File: src/mssa_pkg.sv
// ----------------------------------------------------------------------------
// MCMC step-size adapter package
// Shared widths, fixed-point constants, register indexes and the window
// request type.
// ----------------------------------------------------------------------------
package mssa_pkg;

    localparam int WINDOW_LENGTH_DEF = 100;

    localparam int IN_TDATA_W  = 56;   // accepted + log_likelihood, byte padded
    localparam int OUT_TDATA_W = 40;   // 16 + 7 + 1 + 16
    localparam int LL_W        = 48;
    localparam int FACTOR_W    = 17;   // factor can drift above 1.0 on odd gains
    localparam int STEP_W      = 17;   // saturating step count, past any burn-in
    localparam int CFG_IDX_W   = 3;
    localparam int CFG_DATA_W  = 24;

    localparam logic [FACTOR_W-1:0] FACTOR_ONE   = 17'd32768;
    localparam logic [FACTOR_W-1:0] FACTOR_MIN   = 17'd3277;
    localparam logic [FACTOR_W-1:0] FACTOR_INIT  = 17'd6554;
    localparam logic [FACTOR_W-1:0] FACTOR_STUCK = 17'd9830;
    localparam logic [STEP_W-1:0]   STEP_SAT     = 17'd65536;

    localparam logic [15:0] BURNIN_RST    = 16'd200;
    localparam logic [9:0]  INTERVAL_RST  = 10'd10;
    localparam logic [6:0]  LOW_RST       = 7'd23;
    localparam logic [6:0]  HIGH_RST      = 7'd40;
    localparam logic [23:0] TOLERANCE_RST = 24'd6554;
    localparam logic [15:0] STUCK_LIM_RST = 16'd500;
    localparam logic [15:0] INC_GAIN_RST  = 16'd33423;
    localparam logic [15:0] DEC_GAIN_RST  = 16'd32113;

    typedef enum logic [CFG_IDX_W-1:0] {
        CFG_BURNIN    = 3'd0,
        CFG_INTERVAL  = 3'd1,
        CFG_LOW       = 3'd2,
        CFG_HIGH      = 3'd3,
        CFG_TOLERANCE = 3'd4,
        CFG_STUCK_LIM = 3'd5,
        CFG_INC_GAIN  = 3'd6,
        CFG_DEC_GAIN  = 3'd7
    } cfg_index_t;

    typedef struct packed {
        logic shift;
        logic bit_in;
    } win_req_t;

endpackage

File: src/mssa_cell.sv
// ----------------------------------------------------------------------------
// Window cell
// Holds one accept bit and passes it to the next cell on every request.
// ----------------------------------------------------------------------------
module mssa_cell (
    input  logic aclk,
    input  logic aresetn,
    input  logic shift_en,
    input  logic d,
    output logic q
);

    logic q_reg;

    always_ff @(posedge aclk) begin
        if (!aresetn) begin
            q_reg <= 1'b0;
        end else if (shift_en) begin
            q_reg <= d;
        end
    end

    assign q = q_reg;

endmodule

File: src/mssa_window.sv
// ----------------------------------------------------------------------------
// Accept window
// Chain of one-bit cells holding the last WINDOW_LENGTH accept bits, with a
// running count. The bit leaving the far end is the one dropped from the sum.
// ----------------------------------------------------------------------------
module mssa_window #(
    parameter int WINDOW_LENGTH = mssa_pkg::WINDOW_LENGTH_DEF,
    localparam int SUM_W = $clog2(WINDOW_LENGTH + 1)
) (
    input  logic                 aclk,
    input  logic                 aresetn,
    input  mssa_pkg::win_req_t   req,
    output logic [SUM_W-1:0]     sum_next
);

    logic [WINDOW_LENGTH-1:0] tap;
    logic [SUM_W-1:0]         sum_reg;

    genvar i;
    generate
        for (i = 0; i < WINDOW_LENGTH; i++) begin : g_cell
            if (i == 0) begin : g_head
                mssa_cell u_cell (
                    .aclk     (aclk),
                    .aresetn  (aresetn),
                    .shift_en (req.shift),
                    .d        (req.bit_in),
                    .q        (tap[i])
                );
            end else begin : g_body
                mssa_cell u_cell (
                    .aclk     (aclk),
                    .aresetn  (aresetn),
                    .shift_en (req.shift),
                    .d        (tap[i-1]),
                    .q        (tap[i])
                );
            end
        end
    endgenerate

    assign sum_next = sum_reg - SUM_W'(tap[WINDOW_LENGTH-1]) + SUM_W'(req.bit_in);

    always_ff @(posedge aclk) begin
        if (!aresetn) begin
            sum_reg <= '0;
        end else if (req.shift) begin
            sum_reg <= sum_next;
        end
    end

endmodule

File: src/mcmc_step_size_adapter.sv
// ----------------------------------------------------------------------------
// MCMC step-size adapter
// Tracks acceptance over a sliding window, detects stuck chains and scales
// the proposal step factor. One result per sampler step.
// ----------------------------------------------------------------------------
// An accepted request's result goes to the output register, or to the skid
// entry while the output stalls. Throughput: one request per cycle while
// s_tready is high; the step factor feedback through the gain multiplier and
// clamp is combinational. Output register plus one skid entry: s_tready drops
// only when both hold. Reset (aresetn low, synchronous): window, counters and
// reference cleared, factor back to 0.2, registers to defaults.
// ----------------------------------------------------------------------------
module mcmc_step_size_adapter #(
    parameter int WINDOW_LENGTH = mssa_pkg::WINDOW_LENGTH_DEF
) (
    input  logic                                  aclk,
    input  logic                                  aresetn,
    // s_tdata: [0] accepted, [48:1] log_likelihood, [55:49] zero
    input  logic                                  s_tvalid,
    output logic                                  s_tready,
    input  logic [mssa_pkg::IN_TDATA_W-1:0]       s_tdata,
    // m_tdata: [15:0] scale factor, [22:16] accept_count,
    //          [23] refresh_proposal, [39:24] reject_run
    output logic                                  m_tvalid,
    input  logic                                  m_tready,
    output logic [mssa_pkg::OUT_TDATA_W-1:0]      m_tdata,
    input  logic                                  cfg_wr_en,
    input  logic [mssa_pkg::CFG_IDX_W-1:0]        cfg_index,
    input  logic [mssa_pkg::CFG_DATA_W-1:0]       cfg_wdata
);

    localparam int SUM_W = $clog2(WINDOW_LENGTH + 1);
    localparam int CW    = (SUM_W > 7) ? SUM_W : 7;
    localparam int FW    = mssa_pkg::FACTOR_W;
    localparam int LW    = mssa_pkg::LL_W;

    // configuration
    logic [15:0] burnin_reg;
    logic [9:0]  interval_reg;
    logic [6:0]  low_reg;
    logic [6:0]  high_reg;
    logic [23:0] tolerance_reg;
    logic [15:0] stuck_lim_reg;
    logic [15:0] inc_gain_reg;
    logic [15:0] dec_gain_reg;

    // step state
    logic [15:0]                  reject_reg, reject_next;
    logic [mssa_pkg::STEP_W-1:0]  step_reg, step_next;
    logic [9:0]                   adapt_reg, adapt_next, adapt_inc;
    logic [15:0]                  stuck_reg, stuck_next, stuck_hold;
    logic [LW-1:0]                ref_reg, ref_next;
    logic [FW-1:0]                factor_reg, factor_next, factor_mid;

    // output register and skid entry
    logic                         out_valid_reg, skid_valid_reg;
    logic [mssa_pkg::OUT_TDATA_W-1:0] out_data_reg, skid_data_reg, result;

    logic                 accept_in, acc, past_burnin, at_burnin, stuck_hit;
    logic                 grow, shrink, refresh;
    logic [LW-1:0]        ll;
    logic [LW:0]          diff, mag;
    logic [SUM_W-1:0]     sum_next;
    logic [CW-1:0]        sum_cw;
    logic [6:0]           count_out;
    logic [15:0]          gain;
    logic [32:0]          prod_full;
    logic [FW-1:0]        scaled;
    mssa_pkg::win_req_t   win_req;

    assign s_tready  = !skid_valid_reg;
    assign accept_in = s_tvalid && s_tready;
    assign acc       = s_tdata[0];
    assign ll        = s_tdata[LW:1];

    assign win_req.shift  = accept_in;
    assign win_req.bit_in = acc;

    mssa_window #(
        .WINDOW_LENGTH (WINDOW_LENGTH)
    ) u_window (
        .aclk     (aclk),
        .aresetn  (aresetn),
        .req      (win_req),
        .sum_next (sum_next)
    );

    always_ff @(posedge aclk) begin
        if (!aresetn) begin
            burnin_reg    <= mssa_pkg::BURNIN_RST;
            interval_reg  <= mssa_pkg::INTERVAL_RST;
            low_reg       <= mssa_pkg::LOW_RST;
            high_reg      <= mssa_pkg::HIGH_RST;
            tolerance_reg <= mssa_pkg::TOLERANCE_RST;
            stuck_lim_reg <= mssa_pkg::STUCK_LIM_RST;
            inc_gain_reg  <= mssa_pkg::INC_GAIN_RST;
            dec_gain_reg  <= mssa_pkg::DEC_GAIN_RST;
        end else if (cfg_wr_en) begin
            unique case (mssa_pkg::cfg_index_t'(cfg_index))
                mssa_pkg::CFG_BURNIN:    burnin_reg    <= cfg_wdata[15:0];
                mssa_pkg::CFG_INTERVAL:  interval_reg  <= cfg_wdata[9:0];
                mssa_pkg::CFG_LOW:       low_reg       <= cfg_wdata[6:0];
                mssa_pkg::CFG_HIGH:      high_reg      <= cfg_wdata[6:0];
                mssa_pkg::CFG_TOLERANCE: tolerance_reg <= cfg_wdata;
                mssa_pkg::CFG_STUCK_LIM: stuck_lim_reg <= cfg_wdata[15:0];
                mssa_pkg::CFG_INC_GAIN:  inc_gain_reg  <= cfg_wdata[15:0];
                mssa_pkg::CFG_DEC_GAIN:  dec_gain_reg  <= cfg_wdata[15:0];
                default: ;
            endcase
        end
    end

    // one step: reject run, stuck detect, stuck reset, adaptation
    always_comb begin
        reject_next = acc ? 16'd0
                    : ((reject_reg != 16'hFFFF) ? reject_reg + 16'd1 : reject_reg);
        step_next   = (step_reg == mssa_pkg::STEP_SAT) ? step_reg
                                                       : step_reg + 1'b1;

        past_burnin = step_reg >  {1'b0, burnin_reg};
        at_burnin   = step_reg >= {1'b0, burnin_reg};

        diff      = {ll[LW-1], ll} - {ref_reg[LW-1], ref_reg};
        mag       = diff[LW] ? (~diff + 1'b1) : diff;
        stuck_hit = past_burnin && (mag < (LW+1)'(tolerance_reg));

        if (stuck_hit) begin
            stuck_hold = (stuck_reg != 16'hFFFF) ? stuck_reg + 16'd1 : stuck_reg;
            ref_next   = ref_reg;
        end else begin
            stuck_hold = 16'd0;
            ref_next   = ll;
        end

        factor_mid = factor_reg;
        stuck_next = stuck_hold;
        refresh    = 1'b0;
        if (stuck_hold > stuck_lim_reg && factor_reg > mssa_pkg::FACTOR_MIN) begin
            factor_mid = mssa_pkg::FACTOR_STUCK;
            stuck_next = 16'd0;
            refresh    = 1'b1;
        end

        sum_cw     = CW'(sum_next);
        adapt_inc  = adapt_reg + 10'd1;
        adapt_next = adapt_reg;
        grow       = 1'b0;
        shrink     = 1'b0;
        if (at_burnin) begin
            adapt_next = adapt_inc;
            if (adapt_inc >= interval_reg) begin
                adapt_next = 10'd0;
                grow   = (sum_cw > CW'(high_reg)) && (factor_mid < mssa_pkg::FACTOR_ONE);
                shrink = !grow && (sum_cw < CW'(low_reg))
                         && (factor_mid > mssa_pkg::FACTOR_MIN);
            end
        end

        // product wraps at 32 bits before the Q1.15 shift
        gain      = grow ? inc_gain_reg : dec_gain_reg;
        prod_full = {16'd0, factor_mid} * {17'd0, gain};
        scaled    = prod_full[31:15];

        factor_next = factor_mid;
        if (grow) begin
            factor_next = (scaled > mssa_pkg::FACTOR_ONE) ? mssa_pkg::FACTOR_ONE : scaled;
            refresh     = 1'b1;
        end else if (shrink) begin
            factor_next = (scaled < mssa_pkg::FACTOR_MIN) ? mssa_pkg::FACTOR_MIN : scaled;
            refresh     = 1'b1;
        end

        count_out = (sum_cw > CW'(127)) ? 7'd127 : 7'(sum_cw);
        result    = {reject_next, refresh, count_out, factor_next[15:0]};
    end

    always_ff @(posedge aclk) begin
        if (!aresetn) begin
            reject_reg <= '0;
            step_reg   <= '0;
            adapt_reg  <= '0;
            stuck_reg  <= '0;
            ref_reg    <= '0;
            factor_reg <= mssa_pkg::FACTOR_INIT;
        end else if (accept_in) begin
            reject_reg <= reject_next;
            step_reg   <= step_next;
            adapt_reg  <= adapt_next;
            stuck_reg  <= stuck_next;
            ref_reg    <= ref_next;
            factor_reg <= factor_next;
        end
    end

    always_ff @(posedge aclk) begin
        if (!aresetn) begin
            out_valid_reg  <= 1'b0;
            skid_valid_reg <= 1'b0;
        end else if (!out_valid_reg || m_tready) begin
            out_valid_reg  <= skid_valid_reg || accept_in;
            skid_valid_reg <= 1'b0;
        end else if (accept_in) begin
            skid_valid_reg <= 1'b1;
        end
    end

    always_ff @(posedge aclk) begin
        if (!out_valid_reg || m_tready) begin
            out_data_reg <= skid_valid_reg ? skid_data_reg : result;
        end else if (accept_in) begin
            skid_data_reg <= result;
        end
    end

    assign m_tvalid = out_valid_reg;
    assign m_tdata  = out_data_reg;

endmodule

File: config.mk
export PLATFORM = sky130hd
export DESIGN_NAME = mcmc_step_size_adapter
export DESIGN_NICKNAME = d
export VERILOG_FILES = /design/src/mssa_pkg.sv /design/src/mssa_cell.sv /design/src/mssa_window.sv /design/src/mcmc_step_size_adapter.sv
export SDC_FILE = /design/constraint.sdc
export NUM_CORES = 2
export LEC_CHECK = 0
export ABC_AREA = 0
export BUFFER_PORTS_ARGS = -buffer_cell sky130_fd_sc_hd__buf_2
export CORE_MARGIN = 4
export CORE_UTILIZATION = 60
export DETAILED_ROUTE_END_ITERATION = 16
export PLACE_DENSITY = 0.78
export SKIP_LAST_GASP = 1
export SYNTH_ARGS = -nofsm -noshare
export SYNTH_HDL_FRONTEND = slang
export SYNTH_SLANG_ARGS = --single-unit
File: constraint.sdc
create_clock -name aclk -period 51.9 [get_ports aclk]
set_input_delay 5.19 -clock aclk [delete_from_list [all_inputs] [get_ports aclk]]
set_output_delay 5.19 -clock aclk [all_outputs]
set_load 0.05 [all_outputs]
# Yosys cells after proc, flatten, opt, wreduce, memory -nomap -nowiden
# Index checks and enable logic that the tools add are counted.
[totals]
ff_bits = 425
latchBits = 0
mem_bits_rw = 0
rom_bits = 0
inputBits = 88
n_memories = 0
[op_classes]
n_addsub = 8
multipliers = 1
div_mod_pow = 0
order_cmp = 13
eq_ne = 10
shift = 0
n_mux = 22
bitwise_logic = 5
reduce_logical = 25
[ops]
columns = ["operator", "n"]
rows = [
  ["$mux W16", 6],
  ["$mux W17", 5],
  ["$add A49 B1 Y49 const B", 1],
  ["$lt A49 B24 Y1", 1],
  ["$mux W49", 1],
  ["$not A49 Y49", 1],
  ["$sub A48 B48 Y49", 1],
  ["$mux W40", 1],
  ["$gt A17 B12 Y1 const B", 2],
  ["$add A16 B1 Y16 const B", 2],
  ["$mul A17 B16 Y32", 1],
  ["$ne A16 B16 Y1 const B", 2],
  ["$reduce_and A2 Y1", 12],
  ["$add A17 B1 Y17 const B", 1],
  ["$eq A17 B17 Y1 const B", 1],
  ["$ge A17 B16 Y1", 1],
  ["$gt A17 B16 Y1", 1],
  ["$gt A17 B16 Y1 const B", 1],
  ["$lt A17 B12 Y1 const B", 1],
  ["$lt A17 B16 Y1 const B", 1],
  ["$gt A16 B16 Y1", 1],
  ["$eq A3 B3 Y1 const B", 4],
  ["$add A10 B1 Y10 const B", 1],
  ["$ge A10 B10 Y1", 1],
  ["other kinds (16)", 34],
]

# Logic depth before layout (Yosys ltp)
[logic_depth]
depth_word = 21
depth_mapped = 69
ltp_nobuf = 63

# Hierarchy
# From an unflattened synthesis, not the netlist that was laid out.
[unflattened]
hier_cells = 4124
hier_area_um2 = 34675.8
[modules_own_cells]
columns = ["module", "n_inst", "cells_per_inst", "area_each_um2", "seq_area_each_um2"]
rows = [
  ["mcmc_step_size_adapter", 1, 3756, 30476.7, 7166.9],
  ["mssa_cell", 100, 3, 36.3, 20.0],
  ["mssa_window", 1, 68, 570.5, 140.1],
]

# Worst setup path before layout
# No wires, ideal clock.
[synth_path]
kind = "input-to-reg"
start = "in s_tdata[1] (netlist bit)"
end = "reg skid_data_reg[5] (netlist bit) (data pin)"
setup_time_ns = 0.274
arrival_time_ns = 19.683
required_ns = 51.626
setup_slack_ns = 31.943
stages = 63
path_buffers = 7
path_cell_list = "inv_1 > ha_1 > fa_1 > nand2b_1 > a211oi_1 > o211ai_2 > nand3_1 > a21oi_1 > o21bai_1 > clkbuf_1 > clkbuf_1 > clkbuf_1 > nor2_1 > xnor2_1 > ha_1 > a21o_1 > a31oi_1 > o21ai_0 > (+27 left out) > inv_1 > fa_1 > inv_1 > ha_1 > clkbuf_1 > and3_1 > a221o_1 > a21oi_1 > o211ai_1 > o21ai_0 > o21ai_0 > o21ai_0 > o21ai_0 > xnor2_1 > nand4_1 > a41o_1 > a21oi_1 > o22ai_1"
[synth_between]
elab_chain_cells = 20
word_cells_on_any_way = 28
[synth_rtl]
columns = ["element", "line", "rtl"]
rows = [
  ["start: declaration", "mcmc_step_size_adapter.sv:21", "input logic [mssa_pkg::IN_TDATA_W-1:0] s_tdata,"],
  ["$sub A48 B48 Y49 *", "mcmc_step_size_adapter.sv:123", "diff = {ll[LW-1], ll} - {ref_reg[LW-1], ref_reg};"],
  ["$not A49 Y49", "mcmc_step_size_adapter.sv:124", "mag = diff[LW] ? (~diff + 1'b1) : diff;"],
  ["$add A49 B1 Y49", "mcmc_step_size_adapter.sv:124", ""],
  ["$mux W49 *", "mcmc_step_size_adapter.sv:124", ""],
  ["$lt A49 B24 Y1 *", "mcmc_step_size_adapter.sv:125", "stuck_hit = past_burnin && (mag < (LW+1)'(tolerance_reg));"],
  ["$logic_and A1 B1 Y1 *", "mcmc_step_size_adapter.sv:125", ""],
  ["$mux W16 *", "mcmc_step_size_adapter.sv:127", "if (stuck_hit) begin"],
  ["$gt A16 B16 Y1 *", "mcmc_step_size_adapter.sv:138", "if (stuck_hold > stuck_lim_reg && factor_reg > mssa_pkg::FACTOR_MIN) begin"],
  ["(+5 left out)", "n/a", ""],
  ["$mux W1", "mcmc_step_size_adapter.sv:149", "if (at_burnin) begin"],
  ["$mux W16", "mcmc_step_size_adapter.sv:160", "gain = grow ? inc_gain_reg : dec_gain_reg;"],
  ["$mul A17 B16 Y32", "mcmc_step_size_adapter.sv:161", "prod_full = {16'd0, factor_mid} * {17'd0, gain};"],
  ["$lt A17 B12 Y1", "mcmc_step_size_adapter.sv:169", "factor_next = (scaled < mssa_pkg::FACTOR_MIN) ? mssa_pkg::FACTOR_MIN : scaled;"],
  ["$mux W17", "mcmc_step_size_adapter.sv:169", ""],
  ["$mux W17", "mcmc_step_size_adapter.sv:168", "end else if (shrink) begin"],
  ["$mux W17 *", "mcmc_step_size_adapter.sv:165", "if (grow) begin"],
  ["via factor_next[5]", "mcmc_step_size_adapter.sv:53", "logic [FW-1:0] factor_reg, factor_next, factor_mid;"],
  ["end signal: assignment", "mcmc_step_size_adapter.sv:211", "skid_data_reg <= result;"],
  ["end: declaration", "mcmc_step_size_adapter.sv:57", "logic [mssa_pkg::OUT_TDATA_W-1:0] out_data_reg, skid_data_reg, result;"],
]
# The timed path passes the listed nets; every way through them passes the cells marked *.
# A chain may end at the register's enable or synchronous reset.

# Final worst setup path
[layout_path]
start = "in s_tdata[12] (netlist bit)"
end = "reg out_data_reg, in the netlist m_tdata[7] (data pin)"
[layout_between]
elab_chain_cells = 21
word_cells_on_any_way = 29
[layout_rtl]
columns = ["element", "line", "rtl"]
rows = [
  ["$sub A48 B48 Y49 *", "mcmc_step_size_adapter.sv:123", ""],
  ["$not A49 Y49", "mcmc_step_size_adapter.sv:124", ""],
  ["$add A49 B1 Y49", "mcmc_step_size_adapter.sv:124", ""],
  ["$mux W49 *", "mcmc_step_size_adapter.sv:124", ""],
  ["$lt A49 B24 Y1 *", "mcmc_step_size_adapter.sv:125", ""],
  ["$logic_and A1 B1 Y1 *", "mcmc_step_size_adapter.sv:125", ""],
  ["$mux W16 *", "mcmc_step_size_adapter.sv:127", ""],
  ["$gt A16 B16 Y1 *", "mcmc_step_size_adapter.sv:138", ""],
  ["(+5 left out)", "n/a", ""],
  ["$mux W1", "mcmc_step_size_adapter.sv:149", ""],
  ["$mux W16", "mcmc_step_size_adapter.sv:160", ""],
  ["$mul A17 B16 Y32", "mcmc_step_size_adapter.sv:161", ""],
  ["$lt A17 B12 Y1", "mcmc_step_size_adapter.sv:169", ""],
  ["$mux W17", "mcmc_step_size_adapter.sv:169", ""],
  ["$mux W17", "mcmc_step_size_adapter.sv:168", ""],
  ["$mux W17 *", "mcmc_step_size_adapter.sv:165", ""],
  ["$mux W40 *", "mcmc_step_size_adapter.sv:209", "out_data_reg <= skid_valid_reg ? skid_data_reg : result;"],
  ["end signal: assignment", "mcmc_step_size_adapter.sv:209", ""],
  ["end: declaration", "mcmc_step_size_adapter.sv:57", ""],
]
# Every way passes the cells marked *; elsewhere a longest branch is shown, timed or not.

==> impl_metrics.env <==
export IMPL_slew_viol_final=0
export IMPL_holdPathStages=2
export IMPL_port_buffers=122
export IMPL_setup_viol=0
export IMPL_worstReg2RegStart="ref_reg[11]$_SDFFE_PN0P_"
export IMPL_tightest_slew_ns=1.15
export IMPL_layout_commonest_cell="nand2_1"
export IMPL_dpl_cell_area_um2=35100
export IMPL_grt_overflow_total=0
export IMPL_first_pass_iters=5
export IMPL_max_freq_mhz=42.7
export IMPL_grt_pass1_wl_mm=148
export IMPL_cts_root_buf="clkbuf_16"
export IMPL_ctsLongestPathBuffers=3
export IMPL_finalHoldViolCount=0
export IMPL_post_cts_buffers=0
export IMPL_yosysSeqAreaShare=0.274
export IMPL_cp_end_kind="register"
export IMPL_wl_per_cell_um=17.7
export IMPL_r2r_end="m_tdata[7]$_DFFE_PP_"
export IMPL_multi_input_area_um2=22300
export IMPL_syn_nets=4834
export IMPL_p_leak_nw=16.0
export IMPL_area_delta_synth_final_pct=8.37
export IMPL_async_reset_ff_frac=0
export IMPL_synth_distinct_cells=90
export IMPL_rsz0062_at_grt="false"
export IMPL_worstPathArrival_ns=23.83
export IMPL_syn_inst=4301
export IMPL_cpMaxStageDelayCell="inv_1"
export IMPL_antenna_found_initial=3
export IMPL_finish_instance_area_um2=36900
export IMPL_holdPathEnd="u_window.g_cell[38].g_body.u_cell.q$_SDFFE_PN0P_"
export IMPL_grt_pass1_vias=28963
export IMPL_rows=86
export IMPL_max_slew_margin=0.230
export IMPL_cp_max_fo=38
export IMPL_min_path_type="reg -> reg"
export IMPL_ff2ff_path_depth=62
export IMPL_cp_slowest_stage_delay_ns=1.02
export IMPL_path_clk_slew_ns=0.06
export IMPL_initial_core_util=0.611
export IMPL_layout_common_cells="nand2_1, inv_1, a21oi_1"
export IMPL_drive_above_1_share=0.0725
export IMPL_cts_hold_buffers=0
export IMPL_grt_start_max_net_pins=135
export IMPL_cts_tree="built"
export IMPL_critPathLaunchType="input pin"
export IMPL_cts_sinks=425
export IMPL_die_area_um2=60500
export IMPL_synth_ff_type="dfxtp_1"
export IMPL_synth_seq_cells=425
export IMPL_finalClockSkew_ns=0.0334
export IMPL_syn_area_um2=34000
export IMPL_hold_start="u_window.g_cell[37].g_body.u_cell.q$_SDFFE_PN0P_"
export IMPL_status="finished, final reports clean"
export IMPL_synth_edff_count=80
export IMPL_cts_buffers=48
export IMPL_largest_reg_flops=99
export IMPL_clk_latency_ns=0.61
export IMPL_drc=0
export IMPL_gp_congestion=1.00
export IMPL_die_w_um=246
export IMPL_routed_via_density=5.95
export IMPL_drt_iter0_markers=2449
export IMPL_finalNetCount=4835
export IMPL_wl_mm=90.1
export IMPL_cts_max_level=2
export IMPL_fillers=4758
export IMPL_drv_cap=0
export IMPL_drtAntennaViolNets=0
export IMPL_syn_avg_cell_area_um2=7.91
export IMPL_cts_resized=0
export IMPL_fin_tns_setup_ns=0
export IMPL_min_period_over_period=0.451
export IMPL_regArea_um2=9310
export IMPL_reg2reg_slack_ns=32.82
export IMPL_p_per_area_nw_per_um2=61.9
export IMPL_yosysWarningCount=0
export IMPL_fin_crit_ns=23.42
export IMPL_track_usage=0.295
export IMPL_place_detailed_hpwl_mm=66.4
export IMPL_die_y_um=246
export IMPL_coreArea_um2=55600
export IMPL_path_class="in -> reg"
export IMPL_ios=130
export IMPL_required_ns=52.31
export IMPL_via_count=30266
export IMPL_vdd_drop_max_v=0.0000953
## metrics by stage
step                std cells   util  power [W]  hold WS [ns]  worst slack [ns]
detailed placement       5000  0.631    0.00187         0.443             28.40
finish                   5091  0.662    0.00228         0.448             28.48
CTS                      5090  0.662    0.00225         0.451             28.98
global placement         5000  0.631    0.00185         0.436             28.66
floorplan                4301      -    0.00150         0.432             31.94
global route             5091  0.662    0.00247         0.456             27.26
## area by class of cell
cell class | count | area share
sequential | 425 | 0.253
clock inverter | 27 | 0.00924
antenna | 1 | 0.0000679
inverter | 422 | 0.0431
timing repair buffer | 169 | 0.0262
multi-input combinational | 3236 | 0.606
clock buffer | 63 | 0.0378
tap | 748 | 0.0254
## power by group
group	leakage [nW]	internal (W)	switching, W
clock	0.844	0.000217	0.000150
combinational	11.5	0.000573	0.000987
sequential	3.58	0.000350	0.00000598
## logic make-up after synthesis
group	count (synthesis)	share of synthesized area
AOI/OAI and AO/OA	880	0.167
xor gates and xnor gates	111	0.0286
adders and majority gates	445	0.210
buffers and inverters	640	0.0721
DFF	425	0.274
muxes	91	0.0275
and+or+nand+nor	1709	0.221
## routing by layer
| layer | share of wire | track usage | vias up |
|---|---|---|---|
| met1 | 0.42 | 0.389 | 14329 |
| met3 | 0.072 | 0.0455 | 242 |
| met4 | 0.042 | 0.114 | 4 |
| li1 | - | - | 14611 |
| met5 | 0.00030 | 0 | - |
| met2 | 0.46 | 0.490 | 1080 |
## synth_stat cells, types with 60 or more instances
cell type | n | area, µm²
nor2_1 | 290 | 1090
xnor2_1 | 60 | 526
nand3_1 | 70 | 350
inv_1 | 421 | 1580
nor3_1 | 62 | 310
a21oi_1 | 364 | 1820
nand2_1 | 965 | 3620
fa_1 | 208 | 4160
mux2i_1 | 75 | 751
dfxtp_1 | 345 | 6910
edfxtp_1 | 80 | 2400
ha_1 | 237 | 2970
clkbuf_1 | 185 | 694
o21ai_0 | 97 | 485
## worst max path at each step
stage / cells past startpoint / startpoint / slack (ns) / endpoint
finish: 62 / s_tdata[12] / 28.48 / m_tdata[7]$_DFFE_PP_
global route: 62 / s_tdata[14] / 27.26 / m_tdata[7]$_DFFE_PP_
global placement: 62 / s_tdata[12] / 28.66 / m_tdata[7]$_DFFE_PP_
CTS: 62 / s_tdata[12] / 28.98 / m_tdata[7]$_DFFE_PP_
floorplan: 63 / s_tdata[1] / 31.94 / skid_data_reg[5]$_DFFE_PP_
detailed placement: 62 / s_tdata[12] / 28.40 / m_tdata[7]$_DFFE_PP_
## worst max-delay path, delay by kind of cell
family,cells,cell delay (ns)
compound gates,24,7.13
fa+ha+maj,10,4.41
xor+xnor,2,0.72
simple gates,17,4.34
buf+inv,9,1.97
No activity file was read; power rests on OpenSTA's default activity.
